**src/rtl/ets_pkg.sv**
```systemverilog
// shared constants, types and register indexes for the edge trigger capture scaler
// no dependencies; every other file refers to it by scoped names
package ets_pkg;

   localparam int SAMPLE_BITS = 12;
   localparam int COLUMNS     = 128;
   localparam int ROWS        = 64;

   // fixed widths of the result fields
   localparam int COL_W = 7;
   localparam int ROW_W = 6;

   localparam int COL_CNT_W = $clog2(COLUMNS);
   localparam int QUOT_W    = $clog2(ROWS);
   localparam int NUM_W     = SAMPLE_BITS + QUOT_W;
   localparam int DIV_CNT_W = $clog2(QUOT_W + 1);

   localparam int CSR_IDX_W = 2;

   localparam logic [CSR_IDX_W-1:0] CSR_TRIGGER_LEVEL = 2'd0;
   localparam logic [CSR_IDX_W-1:0] CSR_CLAMP_LOW     = 2'd1;
   localparam logic [CSR_IDX_W-1:0] CSR_CLAMP_HIGH    = 2'd2;

   localparam logic [SAMPLE_BITS-1:0] TRIGGER_LEVEL_RST = 12'd1552;
   localparam logic [SAMPLE_BITS-1:0] CLAMP_LOW_RST     = 12'd310;
   localparam logic [SAMPLE_BITS-1:0] CLAMP_HIGH_RST    = 12'd2793;

   typedef logic [SAMPLE_BITS-1:0] sample_type;

   typedef struct packed {
      logic             capture;
      logic [COL_W-1:0] column;
      logic             last;
   } cap_type;

   typedef struct packed {
      logic busy;
      logic done;
   } div_stat_type;

endpackage

```
**src/rtl/ets_if.sv**
```systemverilog
// valid/ready channel interfaces: sample input, scaled result output, register writes
// depends on ets_pkg
interface ets_req_if;
   logic                 valid;
   logic                 ready;
   ets_pkg::sample_type  sample;

   modport source (output valid, output sample, input ready);
   modport sink   (input valid, input sample, output ready);
endinterface

interface ets_rsp_if;
   logic                        valid;
   logic                        ready;
   logic [ets_pkg::COL_W-1:0]   column;
   logic [ets_pkg::ROW_W-1:0]   row;
   logic                        frame_last;

   modport source (output valid, output column, output row, output frame_last, input ready);
   modport sink   (input valid, input column, input row, input frame_last, output ready);
endinterface

interface ets_csr_if;
   logic                            valid;
   logic                            ready;
   logic [ets_pkg::CSR_IDX_W-1:0]   index;
   ets_pkg::sample_type             data;

   modport source (output valid, output index, output data, input ready);
   modport sink   (input valid, input index, input data, output ready);
endinterface

```
**src/rtl/ets_trig.sv**
```systemverilog
// three-phase rising crossing trigger and frame column counter
// depends on ets_pkg
module ets_trig (
   input  logic                clock,
   input  logic                reset,
   input  logic                accept,
   input  ets_pkg::sample_type sample,
   input  ets_pkg::sample_type level,
   output ets_pkg::cap_type    cap
);

   localparam int CntW = ets_pkg::COL_CNT_W;
   localparam int ColW = ets_pkg::COL_W;

   localparam logic [1:0] PH_NOT_ABOVE = 2'd0;
   localparam logic [1:0] PH_NOT_BELOW = 2'd1;
   localparam logic [1:0] PH_CAPTURE   = 2'd2;

   localparam logic [CntW-1:0] LastCol = CntW'(ets_pkg::COLUMNS - 1);

   logic [1:0]      phase_ff, phase_in;
   logic [CntW-1:0] count_ff, count_in;

   always_comb begin
      phase_in    = phase_ff;
      count_in    = count_ff;
      cap.capture = 1'b0;
      cap.column  = ColW'(count_ff);
      cap.last    = (count_ff == LastCol);
      if (accept) begin
         case (phase_ff)
            PH_NOT_BELOW: begin
               if (sample >= level) begin
                  phase_in = PH_CAPTURE;
                  count_in = '0;
               end
            end
            PH_CAPTURE: begin
               cap.capture = 1'b1;
               if (count_ff == LastCol) begin
                  count_in = '0;
                  phase_in = PH_NOT_ABOVE;
               end else begin
                  count_in = count_ff + 1'b1;
               end
            end
            default: begin
               // unused code acts as the first phase
               phase_in = (sample <= level) ? PH_NOT_BELOW : PH_NOT_ABOVE;
            end
         endcase
      end
   end

   always_ff @(posedge clock) begin
      if (reset) begin
         phase_ff <= PH_NOT_ABOVE;
         count_ff <= '0;
      end else begin
         phase_ff <= phase_in;
         count_ff <= count_in;
      end
   end

endmodule

```
**src/rtl/ets_div.sv**
```systemverilog
// bit-serial restoring divider, one quotient bit per cycle
// depends on ets_pkg; quotient must fit in QUOT_W bits (numerator < den << QUOT_W)
module ets_div (
   input  logic                              clock,
   input  logic                              reset,
   input  logic                              start,
   input  logic [ets_pkg::NUM_W-1:0]         num,
   input  ets_pkg::sample_type               den,
   output ets_pkg::div_stat_type             stat,
   output logic [ets_pkg::QUOT_W-1:0]        quot
);

   localparam int SmpW = ets_pkg::SAMPLE_BITS;
   localparam int QW   = ets_pkg::QUOT_W;
   localparam int NumW = ets_pkg::NUM_W;
   localparam int CntW = ets_pkg::DIV_CNT_W;

   localparam logic [CntW-1:0] LastStep = CntW'(QW - 1);

   logic [SmpW-1:0] rem_ff, rem_in;
   logic [QW-1:0]   shf_ff, shf_in;
   logic [SmpW-1:0] den_ff, den_in;
   logic [CntW-1:0] cnt_ff, cnt_in;
   logic            busy_ff, busy_in;
   logic            done_ff, done_in;

   logic [SmpW:0]   rem_sh;
   logic [SmpW:0]   rem_sub;
   logic            fits;

   // next numerator bit comes from the top of the shift register,
   // quotient bits enter at the bottom
   assign rem_sh  = {rem_ff, shf_ff[QW-1]};
   assign rem_sub = rem_sh - {1'b0, den_ff};
   assign fits    = (rem_sh >= {1'b0, den_ff});

   always_comb begin
      rem_in  = rem_ff;
      shf_in  = shf_ff;
      den_in  = den_ff;
      cnt_in  = cnt_ff;
      busy_in = busy_ff;
      done_in = 1'b0;
      if (start) begin
         rem_in  = num[NumW-1:QW];
         shf_in  = num[QW-1:0];
         den_in  = den;
         cnt_in  = '0;
         busy_in = 1'b1;
      end else if (busy_ff) begin
         rem_in = fits ? rem_sub[SmpW-1:0] : rem_sh[SmpW-1:0];
         shf_in = QW'({shf_ff, fits});
         cnt_in = cnt_ff + 1'b1;
         if (cnt_ff == LastStep) begin
            busy_in = 1'b0;
            done_in = 1'b1;
         end
      end
   end

   always_ff @(posedge clock) begin
      if (reset) begin
         cnt_ff  <= '0;
         busy_ff <= 1'b0;
         done_ff <= 1'b0;
      end else begin
         cnt_ff  <= cnt_in;
         busy_ff <= busy_in;
         done_ff <= done_in;
      end
   end

   always_ff @(posedge clock) begin
      rem_ff <= rem_in;
      shf_ff <= shf_in;
      den_ff <= den_in;
   end

   assign stat.busy = busy_ff;
   assign stat.done = done_ff;
   assign quot      = shf_ff;

endmodule

```
**src/rtl/edge_trigger_capture_scaler.sv**
```systemverilog
// top level: trigger, clamp and serial row scaling with a registered result beat
// depends on ets_pkg, ets_if, ets_trig, ets_div
//
// Samples that the trigger discards are taken one per cycle while idle, with
// ready held high. A captured sample is accepted, clamped and turned into a
// numerator; the bit-serial divider then forms its row bits one at a time
// (log2 of ROWS of them) and the result is loaded into the output register;
// ready returns as the result is loaded, so the next sample can be accepted
// while that beat still waits. If the result register is still occupied when
// the divider finishes, the block holds until it drains. The row is
// (clamp(s) - clamp_low) * (ROWS - 1) / (clamp_high - clamp_low), truncated,
// and 0 when clamp_high <= clamp_low. Register writes are always ready;
// indexes 0 to 2 select trigger_level, clamp_low and clamp_high.
module edge_trigger_capture_scaler (
   input  logic         clock,
   input  logic         reset,
   ets_req_if.sink      req_if,
   ets_rsp_if.source    rsp_if,
   ets_csr_if.sink      csr_if
);

   localparam int SmpW = ets_pkg::SAMPLE_BITS;
   localparam int QW   = ets_pkg::QUOT_W;
   localparam int NumW = ets_pkg::NUM_W;
   localparam int ColW = ets_pkg::COL_W;
   localparam int RowW = ets_pkg::ROW_W;

   localparam logic [QW-1:0] RowMax = QW'(ets_pkg::ROWS - 1);

   localparam logic [1:0] ST_IDLE = 2'd0;
   localparam logic [1:0] ST_DIV  = 2'd1;
   localparam logic [1:0] ST_WAIT = 2'd2;

   ets_pkg::sample_type   level_ff, level_in;
   ets_pkg::sample_type   low_ff, low_in;
   ets_pkg::sample_type   high_ff, high_in;

   logic [1:0]            st_ff, st_in;
   logic [ColW-1:0]       col_ff, col_in;
   logic                  last_ff, last_in;

   logic                  rsp_valid_ff, rsp_valid_in;
   logic [ColW-1:0]       rsp_col_ff, rsp_col_in;
   logic [RowW-1:0]       rsp_row_ff, rsp_row_in;
   logic                  rsp_last_ff, rsp_last_in;

   logic                  accept;
   logic                  start;
   logic                  out_free;
   logic                  load;
   logic                  empty;
   ets_pkg::sample_type   s_cl;
   ets_pkg::sample_type   diff;
   logic [NumW-1:0]       num;
   ets_pkg::sample_type   den;

   ets_pkg::cap_type      cap;
   ets_pkg::div_stat_type dstat;
   logic [QW-1:0]         quot;

   // register writes
   assign csr_if.ready = 1'b1;

   always_comb begin
      level_in = level_ff;
      low_in   = low_ff;
      high_in  = high_ff;
      if (csr_if.valid) begin
         case (csr_if.index)
            ets_pkg::CSR_TRIGGER_LEVEL: level_in = csr_if.data;
            ets_pkg::CSR_CLAMP_LOW:     low_in   = csr_if.data;
            ets_pkg::CSR_CLAMP_HIGH:    high_in  = csr_if.data;
            default: ;
         endcase
      end
   end

   assign req_if.ready = (st_ff == ST_IDLE);
   assign accept       = req_if.valid & req_if.ready;
   assign start        = accept & cap.capture;

   ets_trig u_trig (
      .clock  (clock),
      .reset  (reset),
      .accept (accept),
      .sample (req_if.sample),
      .level  (level_ff),
      .cap    (cap)
   );

   // clamp and numerator; an empty window divides zero by one
   assign empty = (high_ff <= low_ff);
   assign s_cl  = (req_if.sample < low_ff)  ? low_ff  :
                  (req_if.sample > high_ff) ? high_ff : req_if.sample;
   assign diff  = s_cl - low_ff;
   assign num   = empty ? '0 : (NumW'(diff) * NumW'(RowMax));
   assign den   = empty ? SmpW'(1) : (high_ff - low_ff);

   ets_div u_div (
      .clock (clock),
      .reset (reset),
      .start (start),
      .num   (num),
      .den   (den),
      .stat  (dstat),
      .quot  (quot)
   );

   assign out_free = ~rsp_valid_ff | rsp_if.ready;
   assign load     = (((st_ff == ST_DIV) & dstat.done) | (st_ff == ST_WAIT)) & out_free;

   always_comb begin
      st_in = st_ff;
      case (st_ff)
         ST_IDLE: if (start) st_in = ST_DIV;
         ST_DIV: begin
            if (dstat.done) begin
               st_in = out_free ? ST_IDLE : ST_WAIT;
            end
         end
         ST_WAIT: if (out_free) st_in = ST_IDLE;
         default: st_in = ST_IDLE;
      endcase
   end

   assign col_in  = start ? cap.column : col_ff;
   assign last_in = start ? cap.last   : last_ff;

   assign rsp_valid_in = load | (rsp_valid_ff & ~rsp_if.ready);
   assign rsp_col_in   = load ? col_ff         : rsp_col_ff;
   assign rsp_row_in   = load ? RowW'(quot)    : rsp_row_ff;
   assign rsp_last_in  = load ? last_ff        : rsp_last_ff;

   always_ff @(posedge clock) begin
      if (reset) begin
         level_ff     <= ets_pkg::TRIGGER_LEVEL_RST;
         low_ff       <= ets_pkg::CLAMP_LOW_RST;
         high_ff      <= ets_pkg::CLAMP_HIGH_RST;
         st_ff        <= ST_IDLE;
         rsp_valid_ff <= 1'b0;
      end else begin
         level_ff     <= level_in;
         low_ff       <= low_in;
         high_ff      <= high_in;
         st_ff        <= st_in;
         rsp_valid_ff <= rsp_valid_in;
      end
   end

   always_ff @(posedge clock) begin
      col_ff      <= col_in;
      last_ff     <= last_in;
      rsp_col_ff  <= rsp_col_in;
      rsp_row_ff  <= rsp_row_in;
      rsp_last_ff <= rsp_last_in;
   end

   assign rsp_if.valid      = rsp_valid_ff;
   assign rsp_if.column     = rsp_col_ff;
   assign rsp_if.row        = rsp_row_ff;
   assign rsp_if.frame_last = rsp_last_ff;

endmodule

```
**src/flat_wrapper.sv**
```systemverilog
// flat-port wrapper written by rule: the top's interface ports become plain ports
module edge_trigger_capture_scaler_flat 
  (clock, reset, req_if_valid, req_if_sample, req_if_ready, rsp_if_valid, rsp_if_column, rsp_if_row, rsp_if_frame_last, rsp_if_ready, csr_if_valid, csr_if_index, csr_if_data, csr_if_ready);
  ets_req_if req_if_i ();
  ets_rsp_if rsp_if_i ();
  ets_csr_if csr_if_i ();
  input  logic clock;
  input  logic reset;
  input wire logic [$bits(req_if_i.valid)-1:0] req_if_valid;
  input wire logic [$bits(req_if_i.sample)-1:0] req_if_sample;
  output wire logic [$bits(req_if_i.ready)-1:0] req_if_ready;
  output wire logic [$bits(rsp_if_i.valid)-1:0] rsp_if_valid;
  output wire logic [$bits(rsp_if_i.column)-1:0] rsp_if_column;
  output wire logic [$bits(rsp_if_i.row)-1:0] rsp_if_row;
  output wire logic [$bits(rsp_if_i.frame_last)-1:0] rsp_if_frame_last;
  input wire logic [$bits(rsp_if_i.ready)-1:0] rsp_if_ready;
  input wire logic [$bits(csr_if_i.valid)-1:0] csr_if_valid;
  input wire logic [$bits(csr_if_i.index)-1:0] csr_if_index;
  input wire logic [$bits(csr_if_i.data)-1:0] csr_if_data;
  output wire logic [$bits(csr_if_i.ready)-1:0] csr_if_ready;
  assign req_if_i.valid = req_if_valid;
  assign req_if_i.sample = req_if_sample;
  assign req_if_ready = req_if_i.ready;
  assign rsp_if_valid = rsp_if_i.valid;
  assign rsp_if_column = rsp_if_i.column;
  assign rsp_if_row = rsp_if_i.row;
  assign rsp_if_frame_last = rsp_if_i.frame_last;
  assign rsp_if_i.ready = rsp_if_ready;
  assign csr_if_i.valid = csr_if_valid;
  assign csr_if_i.index = csr_if_index;
  assign csr_if_i.data = csr_if_data;
  assign csr_if_ready = csr_if_i.ready;
  edge_trigger_capture_scaler u_core (.clock(clock), .reset(reset), .req_if(req_if_i), .rsp_if(rsp_if_i), .csr_if(csr_if_i));
endmodule
```
**config.mk**
```make
export PLATFORM = sky130hd
export DESIGN_NAME = edge_trigger_capture_scaler_flat
export DESIGN_NICKNAME = d
export VERILOG_FILES = /design/src/rtl/ets_pkg.sv /design/src/rtl/ets_if.sv /design/src/rtl/ets_trig.sv /design/src/rtl/ets_div.sv /design/src/rtl/edge_trigger_capture_scaler.sv /design/src/flat_wrapper.sv
export SDC_FILE = /design/constraint.sdc
export NUM_CORES = 1
export LEC_CHECK = 0
export ABC_AREA = 0
export CAP_MARGIN = 20
export CORE_UTILIZATION = 45
export DETAILED_ROUTE_END_ITERATION = 12
export DONT_BUFFER_PORTS = 1
export PLACE_DENSITY_LB_ADDON = 0.1
export SLEW_MARGIN = 15
export SYNTH_ARGS = -nofsm -noshare
export SYNTH_HDL_FRONTEND = slang
export SYNTH_SLANG_ARGS = --single-unit
```
**constraint.sdc**
```tcl
create_clock -name clock -period 16.3 [get_ports clock]
set_input_delay 0.815 -clock clock [delete_from_list [all_inputs] [get_ports clock]]
set_output_delay 0.815 -clock clock [all_outputs]
set_load 0.02 [all_outputs]
```
==> results by group, run 1 <==
Outcome
  – Status: completed

Finish
  – Commonest non-fill, non-tap cell in the layout: inv_1
  – Antenna fix cells: 0
  – Nets: 1059
  – Fill count: 1750
  – Commonest cells after routing, fill and taps aside: inv_1 (112), ha_1 (107), nand2_1 (79)
  – Share of cells above drive strength 1: 4.54%
  – Area growth, synth to finish: 6.40%

Floorplanning
  – DIE AREA: 18900 um2
  – DIE WIDTH: 137 um
  – DIE HEIGHT: 137 um
  – # IOs: 48
  – Initial Util: 45.9%
  – Std cell rows: 49
  – CORE AREA: 18000 um2

Placed design
  – Dpl ws: 8.48 ns
  – DPL Wire Length: 14.2 mm
  – IO buf count: 0
  – GPL Wtd Cong: 0.847

Route
  – Initial DRC count: 371
  – DRC: 0
  – Total vias in the final route: 5995
  – Routed WL per cell: 15.3 um
  – Final ANT Viol Nets: 0
  – Drt pass-1 iters: 4
  – Drt via density: 5.29
  – Final wirelength: 17.3 mm

Timing
  – Max Clock Skew: 0.0137 ns
  – Pins over their slew limit: 0
  – Rel. slew slack: 39.5%
  – Setup tns final: 0 ns
  – Final setup viols: 0
  – Final hold slack: 0.423 ns
  – Setup ws final: 8.72 ns
  – RSZ-0062 raised after global routing: no
  – Period minus WS final: 7.58 ns
  – Final period util: 46.5%
  – Worst-Margin Slew: 0.908 ns
  – Fin. Hold Viols: 0
  – Fmax: 0.132 GHz

Worst hold path
  – Hold path startpoint: u_core.last_ff
  – Hold Crit Class: reg2reg
  – Hold Path Stages: 0
  – Hold Path Sink: u_core.rsp_if.frame_last

Yosys
  – Yosys warning total: 0
  – Async S/R FF share, synth: 0%
  – Mapped cell area: 8250 um2
  – Yosys reg bits: 105
  – Synth area leaders: edfxtp_1 (19%), ha_1 (16%), dfxtp_1 (13%), fa_1 (5.3%), inv_1 (5.1%)
  – Avg Cell Area, Syn: 9.12 um2
  – Post-synth cell types: 71
  – Post-synth EDFFs: 52
  – Yosys top cell area share: 18.9%
  – Register area share after synthesis: 31.8%
  – Syn Inst Count: 905
  – Synth area leader: edfxtp_1
  – Syn nets: 1065
  – Most used flip-flop cell after synthesis: dfxtp_1

Critical path
  – Buf+Inv Stages, Crit Path: 2
  – Slowest CP cell: fa_1
  – FF-to-FF End: u_core.u_div.rem_ff[11]
  – Critical register-to-register path startpoint: u_core.high_ff[1]
  – Worst path required time: 16.39 ns
  – CP Launch Type: flop
  – Slowest stage delay, CP: 0.54 ns
  – Crit path kind: reg2reg
  – CP Max Fanout: 11
  – Worst path top cell family by delay: compound AO/OA/AOI/OAI gates
  – Element type at the critical path end: flop
  – Crit path DAT: 7.67 ns
  – Worst R2R Setup Slack: 8.72 ns
  – Reg2Reg Depth: 32

Global routing
  – GRT Overall Usage: 19.0%
  – First-pass GRT wire length: 27.7 mm
  – Pin count of the biggest net entering global routing: 54
  – Number of global-route vias before repair: 5663
  – Initial antenna violation count: 0
  – Total grt overflow: 0

CTS
  – Hold-fix buffers, CTS: 0
  – Clk_lat worst skew: 0.36 ns
  – H-tree Lvls: 3
  – CTS sink count: 105
  – Post-CTS Resized: 0
  – TritonCTS Buffers: 9
  – CTS tree: yes
  – Clock Tree Buf Depth: 2
  – Clock transition at path regs: 0.08 ns
  – Buffer count from post-CTS setup fixing: 0
  – Root Driver: clkbuf_16

Job
  – Max Cap Viol: 0
==> cell usage after synthesis, types with 3 or more instances <==
cell type	instances
inv_1	112
ha_1	107
nand2_1	79
a21oi_1	77
nor2_1	69
dfxtp_1	53
edfxtp_1	52
xnor2_1	36
o21ai_0	26
mux2i_1	24
fa_1	22
a21o_1	20
a211o_1	18
xor2_1	18
clkbuf_1	16
nor3_1	16
nor2b_1	14
nand4_1	11
and3_1	10
nand2b_1	10
nand3_1	9
o22ai_1	9
o21a_1	8
or3_1	6
a2111oi_0	4
maj3_1	4
o21bai_1	4
a211oi_1	3
a31oi_1	3
and4_1	3
nand3b_1	3
o211ai_1	3
o21ai_1	3
o31ai_1	3
o41ai_1	3
==> routing by layer <==
metal / part of all wire [%] / GRT usage, % / up-vias / routed length, um
met5: 0 / 0 / - / 0
li1: - / - / 3142 / -
met4: 1.0 / 4.64 / 0 / 175
met2: 45 / 30.8 / 69 / 7880
met1: 51 / 26.1 / 2769 / 8820
met3: 2.6 / 3.35 / 15 / 454
==> state kept, by name, indices dropped and copies added (netlist names) <==
signal / cells
u_core.col_ff: 7
u_core.high_ff: 12
u_core.last_ff: 1
u_core.level_ff: 12
u_core.low_ff: 12
u_core.rsp_if.column: 7
u_core.rsp_if.frame_last: 1
u_core.rsp_if.row: 6
u_core.rsp_if.valid: 1
u_core.st_ff: 2
u_core.u_div.busy_ff: 1
u_core.u_div.cnt_ff: 3
u_core.u_div.den_ff: 12
u_core.u_div.done_ff: 1
u_core.u_div.quot: 6
u_core.u_div.rem_ff: 12
u_core.u_trig.count_ff: 7
u_core.u_trig.phase_ff: 2
==> worst max path at each step <==
stage / from / slack, ns / end / cells after the start
final: u_core.high_ff[1] / 8.72 / u_core.u_div.rem_ff[11] / 32
after global routing: u_core.low_ff[1] / 8.20 / u_core.u_div.rem_ff[11] / 32
after CTS: u_core.high_ff[1] / 8.70 / u_core.u_div.rem_ff[11] / 32
after detailed placement: req_if_sample[1] / 8.48 / u_core.u_div.rem_ff[11] / 31
after global placement: req_if_sample[1] / 8.51 / u_core.u_div.rem_ff[11] / 31
after floorplan: req_if_sample[10] / 8.89 / u_core.u_div.rem_ff[11] / 32
==> metrics by stage <==
stage,instance area (um2),util [%],instances
2_1_floorplan,8250,-,905
3_3_place_gp,8470,47.2,1117
3_5_place_dp,8470,47.2,1117
4_1_cts,8780,48.9,1133
5_1_grt,8780,48.9,1133
6_report,8780,48.9,1133
==> cell families after synthesis <==
group	count (synthesis)	share of synthesized area (%)
flops	105	31.8
mux	27	3.37
xor+xnor	56	6.13
simple gates	247	14.4
buf+inv	136	6.40
compound gates	200	15.8
fa+ha+maj	133	22.1
other cells	1	0.0455
==> worst register-to-register path, delay by kind of cell (launching register included) <==
family	cells	cell delay (ns)
mux	1	0.16
fa+ha+maj	6	2.27
flops	1	0.40
xor+xnor	4	1.17
compound gates	14	2.56
simple gates	5	0.57
buf+inv	2	0.16
==> area by class of cell <==
type | count | area (um2) | share of cell area [%]
flip-flops and latches | 105 | 2620 | 29.9
multi-input cells | 664 | 5100 | 58.1
clock buffers | 9 | 225 | 2.57
repair buffers | 5 | 37.5 | 0.428
well taps | 229 | 287 | 3.26
clock inverters | 7 | 78.8 | 0.898
inverters | 114 | 428 | 4.88
Power of run 1 is not shown: default switching activity piles up to over one toggle a cycle in this logic, so the estimate is an artifact.
==> inputs of run 2 (changes only) <==
==> constraint.sdc (replaced) <==
create_clock -name clock -period 6.7 [get_ports clock]
set_input_delay 0.335 -clock clock [delete_from_list [all_inputs] [get_ports clock]]
set_output_delay 0.335 -clock clock [all_outputs]
set_load 0.02 [all_outputs]
==> run 2 against run 1 <==
Against the previous run: register-to-register slack worse by 8.6 ns; design area increased by 12%; setup slack got worse by 8.6 ns; routed wire length up 11%; global-route usage is 1.9 points higher; utilization increased by 5.9 points; first-iteration DRC count up 12%; cell count grew 7.8%; fmax rose by 15%.
==> results by group, run 2 (same netlist as run 1, synthesis figures left out) <==
Outcome
  – Status: completed

Floorplanning
  – DIE WIDTH: 137 um
  – DIE AREA: 18900 um2
  – DIE HEIGHT: 137 um
  – Std cell rows: 49
  – # IOs: 48
  – CORE AREA: 18000 um2
  – Initial Util: 45.9%

Timing
  – Final period util: 98.7%
  – Pins over their slew limit: 0
  – Max Clock Skew: 0.0126 ns
  – Final setup viols: 0
  – Setup tns final: 0 ns
  – Rel. slew slack: 38.8%
  – Worst-Margin Slew: 0.918 ns
  – RSZ-0062 raised after global routing: yes
  – Period minus WS final: 6.61 ns
  – Fmax: 0.151 GHz
  – Fin. Hold Viols: 0

Critical path
  – Worst path required time: 6.78 ns
  – Crit path kind: reg2reg
  – Critical register-to-register path startpoint: u_core.high_ff[1]
  – CP Max Fanout: 3
  – Element type at the critical path end: flop
  – CP Launch Type: flop
  – Slowest stage delay, CP: 0.53 ns
  – Crit path from: u_core.high_ff[1]
  – Buf+Inv Stages, Crit Path: 3
  – Slowest CP cell: fa_1
  – Crit path DAT: 6.70 ns
  – Worst path top cell family by delay: compound AO/OA/AOI/OAI gates

Route
  – DRC: 0
  – Drt via density: 5.42
  – Routed WL per cell: 15.8 um
  – Initial DRC count: 415
  – Final wirelength: 19.3 mm
  – Total vias in the final route: 6617
  – Final ANT Viol Nets: 0
  – Drt pass-1 iters: 6

Job
  – Max Cap Viol: 0

Finish
  – Commonest non-fill, non-tap cell in the layout: inv_1
  – Commonest cells after routing, fill and taps aside: inv_1 (107), ha_1 (94), buf_4 (92)
  – Nets: 1147
  – Antenna fix cells: 0
  – Area growth, synth to finish: 19.3%
  – Share of cells above drive strength 1: 19.4%

CTS
  – Hold-fix buffers, CTS: 0
  – Clk_lat worst skew: 0.36 ns
  – TritonCTS Buffers: 9
  – CTS sink count: 105
  – Root Driver: clkbuf_16
  – CTS tree: yes
  – H-tree Lvls: 3
  – Clock transition at path regs: 0.08 ns
  – Clock Tree Buf Depth: 2

Global routing
  – Initial antenna violation count: 0
  – Total grt overflow: 0
  – First-pass GRT wire length: 30.7 mm
  – Number of global-route vias before repair: 6304
  – GRT Overall Usage: 20.9%
  – Pin count of the biggest net entering global routing: 54

Worst hold path
  – Hold path startpoint: reset
  – Hold Crit Class: in2reg

Placed design
  – DPL Wire Length: 15.3 mm
  – GPL Wtd Cong: 0.897
  – IO buf count: 0
run 2: cell count changes in the layout (fill, tap and decap cells not counted), moves of 9 or more:
cell,previous run,this run
ha_4,0,10
a21oi_2,0,10
xnor2_1,36,27
a21oi_1,77,67
ha_1,107,94
buf_4,5,92
run 2: timing repair:
item                                    in CTS  in global routing
pin swaps                                   36                 43
endpoints found under the setup margin       5                  9
gates resized for setup                     35                 37
buffers inserted                             5                 10
run 2: area by class of cell:
| cell class | instances | area [um2] |
|---|---|---|
| Fill cell | 1606 | 8120 |
| Inverter | 114 | 428 |
| Multi-Input combinational cell | 664 | 5490 |
| Sequential cell | 105 | 2630 |
| Clock buffer | 9 | 225 |
| Tap cell | 229 | 287 |
| Timing Repair Buffer | 93 | 711 |
| Clock inverter | 7 | 75.1 |
run 2: worst paths after layout:
path                                                  end  slack (ns)  depth (start not counted)
worst max register to register    u_core.u_div.rem_ff[11]        0.09                         32
worst max-delay path              u_core.u_div.rem_ff[11]        0.09                         32
worst min register to register    u_core.rsp_if.column[5]        0.42                          0
worst min-delay path            u_core.u_trig.count_ff[2]        0.04                          1
run 2: routing by layer:
metal	share of wire, %	up-vias	GRT usage [%]
met5	0	-	0
met4	1.7	0	6.53
met3	3.5	25	3.31
met2	48	125	33.7
met1	47	3145	28.5
li1	-	3322	-
run 2: per-stage QoR:
stage / area (um2) / setup slack (ns) / std cells / util, % / hold slack (ns)
floorplan: 8290 / -0.0114 / 905 / - / 0.400
global placement: 9070 / -0.0885 / 1191 / 50.5 / 0.401
detailed placement: 9070 / -0.159 / 1191 / 50.5 / 0.405
CTS: 9570 / 0.00483 / 1212 / 53.2 / 0.0234
global route: 9840 / -0.200 / 1221 / 54.8 / 0.0188
finish: 9840 / 0.0865 / 1221 / 54.8 / 0.0358
Power of run 2 is left out for the same reason.
